--- config.mk ---
export PLATFORM = sky130hd
export DESIGN_NAME = rdh_queue
export DESIGN_NICKNAME = d
export VERILOG_FILES = /design/src/rtl/rdh_pkg.sv /design/src/rtl/rdh_queue.sv
export SDC_FILE = /design/constraint.sdc
export NUM_CORES = 1
export LEC_CHECK = 0
export BUFFER_PORTS_ARGS = -buffer_cell sky130_fd_sc_hd__buf_2
export CORE_ASPECT_RATIO = 1.75
export CORE_MARGIN = 2
export CORE_UTILIZATION = 40
export DETAILED_ROUTE_END_ITERATION = 8
export PLACE_DENSITY = 0.71
export SLEW_MARGIN = 20
export SYNTH_ARGS = -nofsm -noshare
export SYNTH_HDL_FRONTEND = slang
export SYNTH_SLANG_ARGS = --single-unit
--- constraint.sdc ---
create_clock -name clk -period 3.71 [get_ports clk]
set_input_delay 0.5565 -clock clk [delete_from_list [all_inputs] [get_ports clk]]
set_output_delay 0.5565 -clock clk [all_outputs]
set_load 0.01 [all_outputs]
--- src/rtl/rdh_pkg.sv ---
package rdh_pkg;

    localparam int ADDR_BITS_DEF   = 16;
    localparam int STACK_DEPTH_DEF = 64;
    localparam int COUNT_BITS_DEF  = 32;

    localparam int CMD_W   = 1;
    localparam int ADDR_W  = 16;
    localparam int BIN_W   = 7;
    localparam int DIST_W  = 7;
    localparam int COUNT_W = 32;

    localparam logic CMD_ACCESS = 1'b0;
    localparam logic CMD_READ   = 1'b1;

    typedef struct packed {
        logic [CMD_W-1:0]  cmd;
        logic [ADDR_W-1:0] address;
        logic [BIN_W-1:0]  bin;
    } req_t;

    typedef struct packed {
        logic [DIST_W-1:0]  distance;
        logic [COUNT_W-1:0] bin_count;
        logic [DIST_W-1:0]  max_distance;
    } rsp_t;

    // front to back: request plus the seen flag looked up by the front
    typedef struct packed {
        req_t req;
        logic seen;
    } job_t;

endpackage

--- src/rtl/rdh_queue.sv ---
// Two-entry job queue between front and back.
module rdh_queue (
    input  logic          clk,
    input  logic          rst_n,
    input  logic          in_valid,
    output logic          in_ready,
    input  rdh_pkg::job_t in_job,
    output logic          out_valid,
    input  logic          out_ready,
    output rdh_pkg::job_t out_job
);
    import rdh_pkg::*;

    job_t       mem_reg [2];
    logic       wp_reg, rp_reg;
    logic [1:0] cnt_reg;
    logic       push, pop;

    assign in_ready  = (cnt_reg != 2'd2);
    assign out_valid = (cnt_reg != 2'd0);
    assign out_job   = mem_reg[rp_reg];
    assign push      = in_valid && in_ready;
    assign pop       = out_valid && out_ready;

    always_ff @(posedge clk or negedge rst_n)
    begin
        if (!rst_n)
        begin
            wp_reg  <= 1'b0;
            rp_reg  <= 1'b0;
            cnt_reg <= 2'd0;
        end
        else
        begin
            if (push)
                wp_reg <= ~wp_reg;
            if (pop)
                rp_reg <= ~rp_reg;
            cnt_reg <= cnt_reg + {1'b0, push} - {1'b0, pop};
        end
    end

    always_ff @(posedge clk)
    begin
        if (push)
            mem_reg[wp_reg] <= in_job;
    end

endmodule

# Word level (Yosys, flattened, before mapping)
# Memory sizes are Yosys's and may differ from the RTL's.
# Cells that the tools add are included.
[totals]
ff_bits = 4
latch_bits = 0
mem_bits_rw = 50
rom_bits = 0
inputBits = 29
output_inout_bits = 27
wordCells = 14
memories = 1
[classes]
n_addsub = 2
n_mul = 0
div_mod_pow = 0
n_lt_le_gt_ge = 0
n_eq_ne = 1
shift = 0
mux = 2
bitwise_logic = 2
reduce_logical = 3
[memory_table]
columns = ["name", "words", "word_bits", "rd", "rd_ports_with_merged_regs", "wr", "line", "rtl"]
rows = [
  ["mem_reg", 2, 25, 1, 0, 1, "rdh_queue.sv:14", "job_t mem_reg [2];"],
]
[op_table]
columns = ["operator", "count"]
rows = [
  ["2-bit by 1-bit adder with 2-bit output", 1],
  ["1-bit logical AND", 2],
  ["1-bit 2-to-1 mux", 2],
  ["2-bit inequality test, second input constant", 1],
  ["1-bit inverter", 2],
  ["2-bit nonzero test", 1],
  ["2-bit by 1-bit subtractor with 2-bit output", 1],
]

# Depth between registers and ports, before layout
[logic_depth]
ltp_word = 4
depth_mapped = 7
depth_no_buf = 7

# Worst setup path after synthesis
# No wires, ideal clock.
[synth_timing]
path_type = "register to register"
start = "reg cnt_reg[1]"
end = "mem mem_reg[0][0] (netlist bit), enable pin"
setup_time_ps = 407
t_arrival_ps = 1728
required_time_ps = 3303
slack_ps = 1576
path_stages_with_launch = 4
n_path_buf = 0
period_less_slack_ps = 2134
cell_sequence = "dfrtp_1 -> nand2b_1 -> nand2_1 -> nor2_1"
[synth_via]
elab_chain_len = 4
[synth_lines]
columns = ["element", "line", "rtl"]
rows = [
  ["start: declaration", "rdh_queue.sv:16", "logic [1:0] cnt_reg;"],
  ["start signal: assignment", "rdh_queue.sv:39", "cnt_reg <= cnt_reg + {1'b0, push} - {1'b0, pop};"],
  ["2-bit inequality test", "rdh_queue.sv:19", "assign in_ready = (cnt_reg != 2'd2);"],
  ["via in_ready", "rdh_queue.sv:6", "output logic in_ready,"],
  ["1-bit logical AND", "rdh_queue.sv:22", "assign push = in_valid && in_ready;"],
  ["1-bit 2-to-1 mux", "rdh_queue.sv:45", "if (push)"],
  ["1-bit 2-to-1 mux (not written as such)", "rdh_queue.sv:46", "mem_reg[wp_reg] <= in_job;"],
  ["end: declaration", "rdh_queue.sv:14", ""],
]
# The timed path passes the listed nets, and every way through them passes these cells.

==> results.json <==
{
  "ys_warn_count": 0,
  "drt.antenna.violating_nets": 0,
  "maxSlewHeadroom_pct": 58.89,
  "cts_num_sinks": 54,
  "count_of_port_buffers_added_during_placement": 55,
  "post-route-drc-count": 0,
  "routabilityCongestion": 0.6431,
  "syn2layout_area_growth_pct": 20.14,
  "hold_violations": 0,
  "synth_top_cell_by_area": "sky130_fd_sc_hd__edfxtp_1",
  "syn_nets": 126,
  "layout.cells.most_common_list": "55 x sky130_fd_sc_hd__buf_2, 50 x sky130_fd_sc_hd__edfxtp_1, 24 x sky130_fd_sc_hd__mux2_2, 5 x sky130_fd_sc_hd__clkbuf_8",
  "cp_cell_sequence": "mux2_2 -> buf_2",
  "ir_worst_vdd_v": 0.0005283,
  "grt_remaining_overflow": 0,
  "core_region_um2": 4935,
  "clock_tree_skew_after_final_layout_ns": 0.006544,
  "grt_max_degree": 27,
  "io_pins": 56,
  "crit_arrival_ns": 1.63,
  "grt_first_pass_wirelength_mm": 5.140,
  "fmax_achieved_mhz": 458.3,
  "yosysUniqueCellTypes": 15,
  "synth_top_area_share_pct": 74.35,
  "tritoncts_buffer_count": 5,
  "leakagePower_nw": 0.9240,
  "dp.final_hpwl_mm": 2.212,
  "synth.yosys.seq_area_share_pct": 79.31,
  "htree_num_levels": 2,
  "dieArea_um2": 5655,
  "power_density_cells_nw_per_um2": 730.8,
  "layout_min_cycle_time_ns": 2.182,
  "fillers": 442,
  "initial_core_util_pct": 40.92,
  "cts-resized-gates": 0,
  "timing.critical_path.required_ns": 3.15,
  "insertedDiodeCount": 0,
  "track_usage_pct": 12.56,
  "result_of_the_run": "complete, no violations",
  "total_wire_length_mm": 3.198,
  "final.setup.worst_slack_ns": 1.528,
  "die_span_in_x_um": 57.71,
  "drt_first_iter_violations": 26,
  "tritoncts": "built",
  "slew_viol_final": 0,
  "first_pass_iters": 4,
  "timing.critical_path.from_type": "flop",
  "synth.top_cells.by_area": "sky130_fd_sc_hd__edfxtp_1 74%, sky130_fd_sc_hd__mux2_2 13%, sky130_fd_sc_hd__dfrtp_1 5.0%",
  "max_reg_flops": 50,
  "post_drt_via_cell_ratio": 4.762,
  "mostFrequentLayoutCell": "sky130_fd_sc_hd__buf_2",
  "antenna_found_initial": 0,
  "ys_ff_latch": 54,
  "avgSynthCellArea_um2": 21.26,
  "cts.clk_slew.worst_paths_ns": 0.09,
  "cts_hold_buf": 0,
  "wl_per_cell_um": 15.23,
  "dp_worst_setup_slack_ns": 1.493,
  "die_height_um": 98.00,
  "post_cts_setup_buffer_count": 0,
  "max_cap_viols": 0,
  "worstSetupPathType": "reg -> out",
  "hold_path_class": "in -> async",
  "layout.nets": 186,
  "number_of_rows_in_the_core_area": 34,
  "setup_repair_after_global_routing_missed_its_margin": "false",
  "clock-root-buffer": "sky130_fd_sc_hd__clkbuf_8",
  "slowest_stage": "sky130_fd_sc_hd__dfrtp_2",
  "skew_pair_late_insertion_delay_ns": 0.30,
  "timing.setup.tns_ns": 0,
  "setup_violators_final": 0,
  "num_vias": 1000,
  "post_syn_instances": 95,
  "clk_buf_depth": 2,
  "critPathMaxFanout": 26,
  "setup.worst_path.end_class": "output port",
  "hold-worst-slack_ns": 0.03716,
  "first_global_vias": 1128,
  "mappedNetlistArea_um2": 2019,
  "design_power_total_mw": 1.773,
  "worst_path_largest_cell_delay_ns": 0.77,
  "crit_share_post_route_pct": 58.82,
  "worst-slew-pin-transition_ns": 0.6159,
  "post_route_cells_drive_above_1_share_pct": 58.97
}
## critical path: cells and delay by family, from the launching register on
kind | cells | cell delay [ns]
muxes | 1 | 0.41
buffers and inverters | 1 | 0.14
DFF | 1 | 0.77
## layer usage
metal | vias up | share of wire [%] | GRT usage, %
li1 | 485 | - | -
met1 | 476 | 36 | 12.54
met2 | 33 | 57 | 22.12
met3 | 6 | 5.5 | 3.974
met4 | 0 | 2.1 | 6.977
met5 | - | 0 | 0
## final timing paths
kind	cells after the start	slack, ns	endpoint	from
hold / removal	1	0.04	wp_reg	rst_n
setup reg to reg	4	1.90	mem_reg[0][9]	cnt_reg[1]
hold reg to reg	1	0.52	wp_reg	wp_reg
min in group clk	1	0.43	mem_reg[1][2]	in_job[2]
max in group asynchronous	1	3.54	rp_reg	rst_n
setup / recovery	2	1.53	out_job[23]	rp_reg
## cells in the mapped netlist (all sizes together)
cell	number
and2	1
and3	1
buf	3
dfrtp	4
edfxtp	50
ha	2
inv	1
mux2	25
nand2	1
nand2b	1
nor2	1
or2	1
xnor2	3
xor2	1
## power breakdown
group / total [mW] / internal [mW] / switching [mW] / leakage, nW
logic: 0.535 / 0.279 / 0.256 / 0.373
clock network: 0.306 / 0.129 / 0.177 / 0.0416
registers: 0.932 / 0.837 / 0.0943 / 0.510
## area by class of cell
class,count,area (um2),area share (%)
inverters,1,3.754,0.1547
clock inverters,3,16.27,0.6704
clock buffers,5,68.82,2.837
repair buffers,56,282.8,11.66
flip-flops and latches,54,1603,66.07
well taps,54,67.56,2.785
multi-input cells,37,384.1,15.83
## logic make-up after synthesis
family / synth area share [%]
adder cells (fa/ha/maj): 1.239
multiplexers: 14.13
buffers and inverters: 1.858
AND/OR/NAND/NOR: 1.735
flip-flops: 79.31
XOR/XNOR: 1.735
## metrics by stage
stage | cell area (um2) | instances | util (%)
floorplan | 2019 | 95 | -
global route | 2426 | 210 | 49.16
finish | 2426 | 210 | 49.16
detailed placement | 2338 | 202 | 47.39
CTS | 2424 | 210 | 49.11
global placement | 2338 | 202 | 47.39
No activity file was read; power rests on OpenSTA's default activity.
