===== src/rtl/rdh_pkg.sv =====
package rdh_pkg;

    localparam int ADDR_BITS_DEF   = 16;
    localparam int STACK_DEPTH_DEF = 64;
    localparam int COUNT_BITS_DEF  = 32;

    localparam int CMD_W   = 1;
    localparam int ADDR_W  = 16;
    localparam int BIN_W   = 7;
    localparam int DIST_W  = 7;
    localparam int COUNT_W = 32;

    localparam logic CMD_ACCESS = 1'b0;
    localparam logic CMD_READ   = 1'b1;

    typedef struct packed {
        logic [CMD_W-1:0]  cmd;
        logic [ADDR_W-1:0] address;
        logic [BIN_W-1:0]  bin;
    } req_t;

    typedef struct packed {
        logic [DIST_W-1:0]  distance;
        logic [COUNT_W-1:0] bin_count;
        logic [DIST_W-1:0]  max_distance;
    } rsp_t;

    // front to back: request plus the seen flag looked up by the front
    typedef struct packed {
        req_t req;
        logic seen;
    } job_t;

endpackage


===== src/rtl/rdh_if.sv =====


interface rdh_rsp_if;
    import rdh_pkg::*;
    logic valid;
    logic ready;
    logic [DIST_W-1:0]  distance;
    logic [COUNT_W-1:0] bin_count;
    logic [DIST_W-1:0]  max_distance;
    modport source (output valid, distance, bin_count, max_distance, input ready);
    modport sink (input valid, distance, bin_count, max_distance, output ready);
endinterface


===== src/rtl/rdh_back.sv =====
// Recency stack search and move-to-front, histogram update and reads.
// The histogram is a memory, cleared one bin at a time after reset.
module rdh_back #(
    parameter int ADDR_BITS   = rdh_pkg::ADDR_BITS_DEF,
    parameter int STACK_DEPTH = rdh_pkg::STACK_DEPTH_DEF,
    parameter int COUNT_BITS  = rdh_pkg::COUNT_BITS_DEF
) (
    input  logic          clk,
    input  logic          rst_n,
    input  logic          job_valid,
    output logic          job_ready,
    input  rdh_pkg::job_t job,
    rdh_rsp_if.source     rsp
);
    import rdh_pkg::*;

    localparam int NUM_BINS = STACK_DEPTH + 2;
    localparam int POS_W    = $clog2(STACK_DEPTH + 1);
    localparam int HB_W     = $clog2(NUM_BINS);
    localparam logic [HB_W-1:0] OVF = HB_W'(STACK_DEPTH + 1);

    localparam logic [2:0] ST_CLEAR = 3'd0;
    localparam logic [2:0] ST_IDLE  = 3'd1;
    localparam logic [2:0] ST_SHIFT = 3'd2;
    localparam logic [2:0] ST_UPD   = 3'd3;
    localparam logic [2:0] ST_OUT   = 3'd4;

    logic [2:0]            state_reg;
    logic [HB_W-1:0]       clr_reg;
    logic [ADDR_BITS-1:0]  stk_reg [STACK_DEPTH];
    logic [POS_W-1:0]      fill_reg;
    logic [COUNT_BITS-1:0] hist_mem [NUM_BINS];
    logic [COUNT_BITS-1:0] hval_reg;
    logic [HB_W-1:0]       maxd_reg;
    logic [HB_W-1:0]       dist_reg;
    logic [COUNT_W-1:0]    cnt_reg;
    logic [ADDR_BITS-1:0]  addr_reg;
    logic [POS_W-1:0]      upto_reg;

    logic [ADDR_BITS-1:0]  a;
    logic [STACK_DEPTH-1:0] hit;
    logic [POS_W-1:0]      hpos;
    logic                  found;
    logic [HB_W-1:0]       dist_c;
    logic [POS_W-1:0]      upto_c;
    logic [HB_W-1:0]       hb;
    logic [HB_W-1:0]       rb;

    assign a         = ADDR_BITS'(job.req.address);
    assign job_ready = (state_reg == ST_IDLE);
    assign rsp.valid = (state_reg == ST_OUT);
    assign rsp.distance     = DIST_W'(dist_reg);
    assign rsp.bin_count    = cnt_reg;
    assign rsp.max_distance = DIST_W'(maxd_reg);
    assign hb = dist_reg;
    assign rb = HB_W'(job.req.bin);

    always_comb
    begin
        for (int i = 0; i < STACK_DEPTH; i++)
            hit[i] = (stk_reg[i] == a) && (POS_W'(i) < fill_reg);
    end

    always_comb
    begin
        hpos  = '0;
        found = 1'b0;
        for (int i = STACK_DEPTH - 1; i >= 0; i--)
            if (hit[i])
            begin
                hpos  = POS_W'(i);
                found = 1'b1;
            end
    end

    always_comb
    begin
        if (!job.seen)
            dist_c = '0;
        else if (found)
            dist_c = HB_W'(hpos) + 1'b1;
        else
            dist_c = OVF;
        upto_c = (job.seen && found) ? hpos : fill_reg;
        if (upto_c >= POS_W'(STACK_DEPTH))
            upto_c = POS_W'(STACK_DEPTH - 1);
    end

    always_ff @(posedge clk or negedge rst_n)
    begin
        if (!rst_n)
        begin
            state_reg <= ST_CLEAR;
            clr_reg   <= '0;
            fill_reg  <= '0;
            maxd_reg  <= '0;
        end
        else
        begin
            unique case (state_reg)
                ST_CLEAR:
                begin
                    clr_reg <= clr_reg + 1'b1;
                    if (clr_reg == HB_W'(NUM_BINS - 1))
                        state_reg <= ST_IDLE;
                end
                ST_IDLE:
                    if (job_valid)
                    begin
                        if (job.req.cmd == CMD_ACCESS)
                        begin
                            state_reg <= ST_SHIFT;
                            if ((!job.seen || !found) && fill_reg < POS_W'(STACK_DEPTH))
                                fill_reg <= fill_reg + 1'b1;
                        end
                        else
                            state_reg <= ST_OUT;
                    end
                ST_SHIFT:
                    state_reg <= ST_UPD;
                ST_UPD:
                begin
                    state_reg <= ST_OUT;
                    if (dist_reg > maxd_reg)
                        maxd_reg <= dist_reg;
                end
                ST_OUT:
                    if (rsp.ready)
                        state_reg <= ST_IDLE;
                default:
                    state_reg <= ST_IDLE;
            endcase
        end
    end

    always_ff @(posedge clk)
    begin
        if (state_reg == ST_CLEAR)
            hist_mem[clr_reg] <= '0;
        else if (state_reg == ST_UPD && dist_reg != '0 && hval_reg != {COUNT_BITS{1'b1}})
            hist_mem[hb] <= hval_reg + 1'b1;
        if (state_reg == ST_SHIFT)
            hval_reg <= hist_mem[hb];
    end

    always_ff @(posedge clk)
    begin
        if (state_reg == ST_IDLE && job_valid)
        begin
            addr_reg <= a;
            upto_reg <= upto_c;
            if (job.req.cmd == CMD_ACCESS)
            begin
                dist_reg <= dist_c;
                cnt_reg  <= '0;
            end
            else
            begin
                dist_reg <= '0;
                if (32'(job.req.bin) < NUM_BINS)
                    cnt_reg <= COUNT_W'(hist_mem[rb]);
                else
                    cnt_reg <= '0;
            end
        end
        if (state_reg == ST_SHIFT)
        begin
            // shift entries above the hit position down, new address on top
            for (int i = 1; i < STACK_DEPTH; i++)
                if (POS_W'(i) <= upto_reg)
                    stk_reg[i] <= stk_reg[i-1];
            stk_reg[0] <= addr_reg;
        end
    end

endmodule


===== src/flat_wrapper.sv =====
// flat-port wrapper written by rule: the top's interface ports become plain ports
module rdh_back_flat import rdh_pkg::*;
#(
    parameter int ADDR_BITS   = rdh_pkg::ADDR_BITS_DEF,
    parameter int STACK_DEPTH = rdh_pkg::STACK_DEPTH_DEF,
    parameter int COUNT_BITS  = rdh_pkg::COUNT_BITS_DEF
)
  (clk, rst_n, job_valid, job_ready, job, rsp_valid, rsp_distance, rsp_bin_count, rsp_max_distance, rsp_ready);
  rdh_rsp_if rsp_i ();
  input  logic clk;
  input  logic rst_n;
  input  logic job_valid;
  output logic job_ready;
  input  rdh_pkg::job_t job;
  output wire logic [$bits(rsp_i.valid)-1:0] rsp_valid;
  output wire logic [$bits(rsp_i.distance)-1:0] rsp_distance;
  output wire logic [$bits(rsp_i.bin_count)-1:0] rsp_bin_count;
  output wire logic [$bits(rsp_i.max_distance)-1:0] rsp_max_distance;
  input wire logic [$bits(rsp_i.ready)-1:0] rsp_ready;
  assign rsp_valid = rsp_i.valid;
  assign rsp_distance = rsp_i.distance;
  assign rsp_bin_count = rsp_i.bin_count;
  assign rsp_max_distance = rsp_i.max_distance;
  assign rsp_i.ready = rsp_ready;
  rdh_back #(.ADDR_BITS(ADDR_BITS), .STACK_DEPTH(STACK_DEPTH), .COUNT_BITS(COUNT_BITS)) u_core (.clk(clk), .rst_n(rst_n), .job_valid(job_valid), .job_ready(job_ready), .job(job), .rsp(rsp_i));
endmodule

===== config.mk =====
export PLATFORM = sky130hd
export DESIGN_NAME = rdh_back_flat
export DESIGN_NICKNAME = d
export VERILOG_FILES = /design/src/rtl/rdh_pkg.sv /design/src/rtl/rdh_if.sv /design/src/rtl/rdh_back.sv /design/src/flat_wrapper.sv
export SDC_FILE = /design/constraint.sdc
export NUM_CORES = 2
export LEC_CHECK = 0
export BUFFER_PORTS_ARGS = -buffer_cell sky130_fd_sc_hd__buf_4
export CORE_MARGIN = 2
export CORE_UTILIZATION = 45
export DETAILED_ROUTE_END_ITERATION = 12
export PLACE_DENSITY_LB_ADDON = 0.05
export REMOVE_ABC_BUFFERS = 1
export SETUP_SLACK_MARGIN = 0.05
export SLEW_MARGIN = 40
export SYNTH_ARGS = -nofsm -noshare
export SYNTH_HDL_FRONTEND = slang
export SYNTH_SLANG_ARGS = --single-unit

===== constraint.sdc =====
create_clock -name clk -period 6.7 [get_ports clk]
set_clock_uncertainty 0.05 [all_clocks]
set_input_delay 0.67 -clock clk [delete_from_list [all_inputs] [get_ports clk]]
set_output_delay 0.67 -clock clk [all_outputs]
set_load 0.01 [all_outputs]

# ---- Word level (Yosys, flattened, before mapping)
# Memory sizes are Yosys's and may differ from the RTL's. A register that Yosys moved wholly into a read port is not among the register bits.
# Index checks and enable logic that the tools add are counted.
dict set report op_classes {
  n_addsub 4
  magnitude_cmp 131
  eq_ne 73
  n_mux 334
  bitwise_logic 3
  reduce_logical 82
}
# operator n
set ops {}
lappend ops {{$eq A16 B16 Y1} 64}
lappend ops {{$mux W6} 64}
lappend ops {{$mux W1} 261}
lappend ops {{$le A6 B7 Y1 const A} 32}
lappend ops {{$lt A6 B7 Y1 const A} 32}
lappend ops {{$le A5 B7 Y1 const A} 16}
lappend ops {{$lt A5 B7 Y1 const A} 16}
lappend ops {{$logic_and A1 B1 Y1} 69}
lappend ops {{$le A4 B7 Y1 const A} 8}
lappend ops {{$lt A4 B7 Y1 const A} 8}
lappend ops {{$add A32 B1 Y32 const B} 1}
lappend ops {{$mux W32} 1}
lappend ops {{$ne A32 B32 Y1 const B} 1}
lappend ops {{$reduce_or A32 Y1} 1}
lappend ops {{$le A3 B7 Y1 const A} 4}
lappend ops {{$lt A3 B7 Y1 const A} 4}
lappend ops {{$mux W7} 3}
lappend ops {{$pmux W3 S5} 1}
lappend ops {{$add A7 B1 Y7 const B} 2}
lappend ops {{$le A2 B7 Y1 const A} 2}
lappend ops {{$lt A1 B7 Y1 const A} 2}
lappend ops {{$lt A2 B7 Y1 const A} 2}
lappend ops {{$lt A7 B7 Y1 const B} 2}
lappend ops {{$mux W3} 4}
lappend ops {{other kinds (20)} 27}
dict set report totals {
  ff_bits 54
  mem_bits_rw 3136
  out_inout_bits 48
  word_cells 637
  memories 2
}
# name depth width rd rd_ports_with_merged_regs wr line_no
set memory_table {}
lappend memory_table {u_core.hist_mem 66 32 2 2 1 rdh_back.sv:32} ;# logic [COUNT_BITS-1:0] hist_mem [NUM_BINS];
lappend memory_table {u_core.stk_reg 64 16 64 0 64 rdh_back.sv:30} ;# logic [ADDR_BITS-1:0] stk_reg [STACK_DEPTH];

# ---- Depth between registers and ports, before layout
# An unclocked memory read counts as a cell.
dict set report depth {
  ltp_word 71
  depth_mapped 19
  depth_no_buf 15
}

# ---- Least setup slack after synthesis
# Ideal clock, no wire load.
dict set report synth_timing {
  kind {register to register}
  startpoint {register u_core.hval_reg[0] (read register of u_core.hist_mem)}
  endpoint {memory u_core.hist_mem[2][0] (netlist name), enable pin}
  setup_ps 502
  arrival_ps 6327
  slack_ps -179
  stages_incl_launch_ff 15
  n_path_buf 3
  synth_period_minus_slack_ps 6879
  path_cell_list {edfxtp_1 -> ha_1 -> nand2_1 -> nor2_1 -> and3_1 -> clkbuf_1 -> nand3_1 -> nor2_1 -> nand4_1 -> o31ai_2 -> clkbuf_1 -> buf_2 -> mux2i_1 -> nand3_1 -> nor4_1}
}
dict set report synth_via {
  elab_chain_len 7
  word_cells_on_any_way 8
}
# item line_no
set synth_rtl {}
lappend synth_rtl {{from (decl)} rdh_back.sv:33} ;# logic [COUNT_BITS-1:0] hval_reg;
lappend synth_rtl {{$ne A32 B32 Y1 (*)} rdh_back.sv:140} ;# else if (state_reg == ST_UPD && dist_reg != '0 && hval_reg != {COUNT_BITS{1'b1}})
lappend synth_rtl {{$logic_and A1 B1 Y1 (*)} rdh_back.sv:140}
lappend synth_rtl {{$mux W1 (*)} rdh_back.sv:140}
lappend synth_rtl {{$mux W1 (*)} rdh_back.sv:138} ;# if (state_reg == ST_CLEAR)
lappend synth_rtl {{$mux W1 (implied by the code) (*)} rdh_back.sv:141} ;# hist_mem[hb] <= hval_reg + 1'b1;
lappend synth_rtl {{$reduce_or A32 Y1 (no line)} -}
lappend synth_rtl {{$mux W7 (no line) / $mux W1 (equally long branches)} -}
lappend synth_rtl {{to (decl)} rdh_back.sv:32}
# Every way passes the cells marked *; elsewhere a longest branch is shown, timed or not.

# ---- Final worst setup path
dict set report layout_timing {
  startpoint {register u_core.hval_reg[0] (read register of u_core.hist_mem)}
  endpoint {memory u_core.hist_mem[58][6] (netlist name), enable pin}
}
# The elaborated chain is that of the path after synthesis.

==> key figures <==
Run status
  – Outcome: finished, final reports clean

Cells and area
  – Utilization after layout: just over 50%
  – Area growth from synthesis to layout: 13.34%
  – Most common cell after layout, fill and taps aside: edfxtp_1
  – Post-route insts no fill: approximately 13000
  – # fillers: between 20000 and 30000
  – Max FFs per register: 2112
  – Share of cells above drive strength 1: between 20 and 30%
  – Layout net count: about 8000
  – Most frequent cells in the layout: edfxtp_1, mux4_2, xor2_1

Pwr
  – Internal cell power: between 30000 and 40000 uW
  – P_sw: between 15000 and 20000 uW
  – Power density cells: ~330 nW/um2
  – Comb pwr share: between 15 and 20%
  – Flop pwr share: a little under half
  – Net Sw Frac: approximately 29%
  – Clock share of power: 34.7%
  – Worst-case vdd ir drop: approximately 0.25 mV
  – Lkg Pwr: 0.05244 uW

Timing
  – Setup TNS: 0 ns
  – Tcrit/Tclk final: 76.17%
  – Tmin final: ~5.1 ns
  – Fmax: ~200 MHz
  – Max-slew violation count: 0
  – Fin. Hold Viols: 0
  – Worst slew margin: 36.50%
  – Count of final setup violators: 0
  – Unrepaired setup endpoints after global routing: false
  – Measured slew at the worst slew-check pin: about 0.95 ns

Synthesis
  – Post-synthesis compound-gate area fraction: 2.034%
  – Flops & latches, synth: around 3300
  – Mapped Avg Cell Area: 19.27 um2
  – Post-Synth XOR/XNOR Area: 6.318%
  – Ys flop type: edfxtp_1
  – Synth Instances: around 7600
  – Cell variety after synth: 91
  – Largest family of logic cells by synthesized area: multiplexers
  – Post-synth ARST share: less than 1%
  – Mapped Area: between 100000 and 150000 um2
  – Number of synthesized flops with an enable pin: between 3000 and 4000
  – Simple-gate share of the synthesized area: between 3 and 4%
  – Mux contribution to synthesized area: between 20% and 30%
  – Post-Synth Adder-Cell Area: less than 1%
  – Seq/Total Area, Yosys: between 60 and 70%
  – Yosys warning count: 0

Global route
  – Gr usage total: 28.90%
  – Largest net degree at the start of global routing: approximately 100
  – GRT Residual Overflow: 0
  – Vias in the first global route: 82630
  – Wire length of the first global-routing pass: about 670000 um
  – Initial antenna violation count: 23

Die
  – Core Region: 326600 um2
  – Die width: 576.2 um
  – Core Rows: 210
  – Starting density of the core: 45.12%
  – Die area: 332100 um2
  – Die H: just under 600 um
  – I/O pin cnt: 77

Clock tree
  – Hold-fix buffers at CTS: 4
  – Resized cells post-CTS: 0
  – Clk_lat worst skew: 0.97 ns
  – CTS tree: done
  – Post-CTS Setup Inserts: 0
  – Root Driver: clkbuf_16
  – TritonCTS buffer count: 360
  – Worst-case clock buffer depth: 4
  – Clk pin slew, worst setup/hold paths: around 0.060 ns
  – Clock Sinks: between 3000 and 4000
  – H-tree levels: 5

Placement
  – # port buffers: 76
  – Detailed placement HPWL: roughly 300000 um
  – DP Cell Count: about 12000
  – RD Place Congestion: approximately 0.92

Drt
  – Vias per cell: roughly 6.4
  – Routed length per instance: around 38 um
  – WL final: 482200 um
  – Final ANT Viol Nets: 0
  – Residual DRC count: 0
  – First-pass DRT Iterations: 8
  – DR vias: ~80000
  – Iteration-0 DRC Markers: slightly below 10000

Critical path
  – CP Data Required Time: slightly above 7 ns
  – R2r setup slk: 1.60 ns
  – Max FO, Critical Path: 23
  – CP Capture Type: flop
  – Setup Crit Path Kind: flop to flop
  – Worst EP arrival: between 5 and 6 ns
  – CP Launch Type: flop

Min path
  – Hold Crit Class: primary input to flop

Run
  – Maxcap violations: 0
[per-stage QoR]
step,total power (uW),area (um2),setup slack (ns),hold WS [ns]
final,55530,167000,1.597,0.1435
after global routing,57200,167000,1.461,0.1134
after CTS,55860,166900,1.600,0.06038
after detailed placement,36640,155700,1.412,0.3545
after global placement,36530,155200,0.8346,0.3506
after floorplan,33400,144900,-26.31,0.3244
[worst paths after layout]
path,startpoint,endpoint,depth (start not counted)
worst min-delay path,job[24],u_core.state_reg[1],3
worst max-delay path,u_core.hval_reg[0],u_core.hist_mem[58][6],13
worst max register to register,u_core.hval_reg[0],u_core.hist_mem[58][6],13
max in group asynchronous,rst_n,u_core.fill_reg[4],2
min in group asynchronous,rst_n,u_core.fill_reg[2],2
worst min register to register,u_core.addr_reg[1],u_core.stk_reg[0][1],0
[worst max-delay path, cell delays in order (launching register included)]
cell	delay, ns
edfxtp_1	0.45
ha_1	0.25
nand2_1	0.07
nor2_1	0.16
and3_1	0.28
nand3_1	0.16
nor2_1	0.22
nand4_1	0.31
o31ai_4	0.33
buf_4	0.32
mux2i_1	0.39
nand3_1	0.50
nor4_2	0.50
buf_4	0.63
[power by group through the flow]
stage	clock network, uW	registers [uW]	logic [uW]
final	19200	26500	9810
after detailed placement	0	26800	9800
after CTS	19600	26400	9850
after global placement	0	26800	9740
after floorplan	0	26900	6540
after global routing	20300	26600	10300
[logic make-up (layout without fill, tap and decap cells)]
logic type      count (synthesis)  in the layout
compound gates                450            450
fa+ha+maj                      12             12
xor+xnor                     1063           1063
other cells                     1              6
simple gates                  875            875
mux                          1433           1433
flops                        3254           3254
buf+inv                       561           1154
[layout make-up]
type	instances	area [um2]	area share (%)
tap	4346	5438	3.256
sequential	3254	97590	58.44
clock inverter	204	1784	1.068
multi-input combinational	3834	48170	28.84
clock buffer	443	9427	5.644
inverter	41	155.1	0.09290
timing repair buffer	466	4432	2.654
antenna	5	12.51	0.007492
[synth_stat cells (32+ instances only)]
master,n,area share (%)
a211oi_1,50,0.25
a21oi_1,128,0.43
buf_1,119,0.30
buf_2,59,0.20
buf_4,32,0.16
buf_6,42,0.32
clkbuf_1,267,0.68
edfxtp_1,3230,66
inv_1,37,0.094
mux2i_1,174,1.2
mux4_2,1250,19
nand2_1,105,0.27
nand3_1,75,0.25
nand4_1,121,0.51
nor2_1,194,0.49
nor3_1,78,0.26
nor4_1,179,0.76
o21ai_0,73,0.25
xnor2_1,428,2.5
xor2_1,635,3.8
[metal layers]
layer / GRT usage, % / up-vias / share of wire, %
met2: 47.85 / 3597 / 49
met4: 11.35 / 6 / 4.5
li1: - / 32380 / -
met1: 38.92 / 44170 / 40
met5: 0 / - / 0.0073
met3: 3.966 / 815 / 6.7
(Power assumes the default switching activity.)
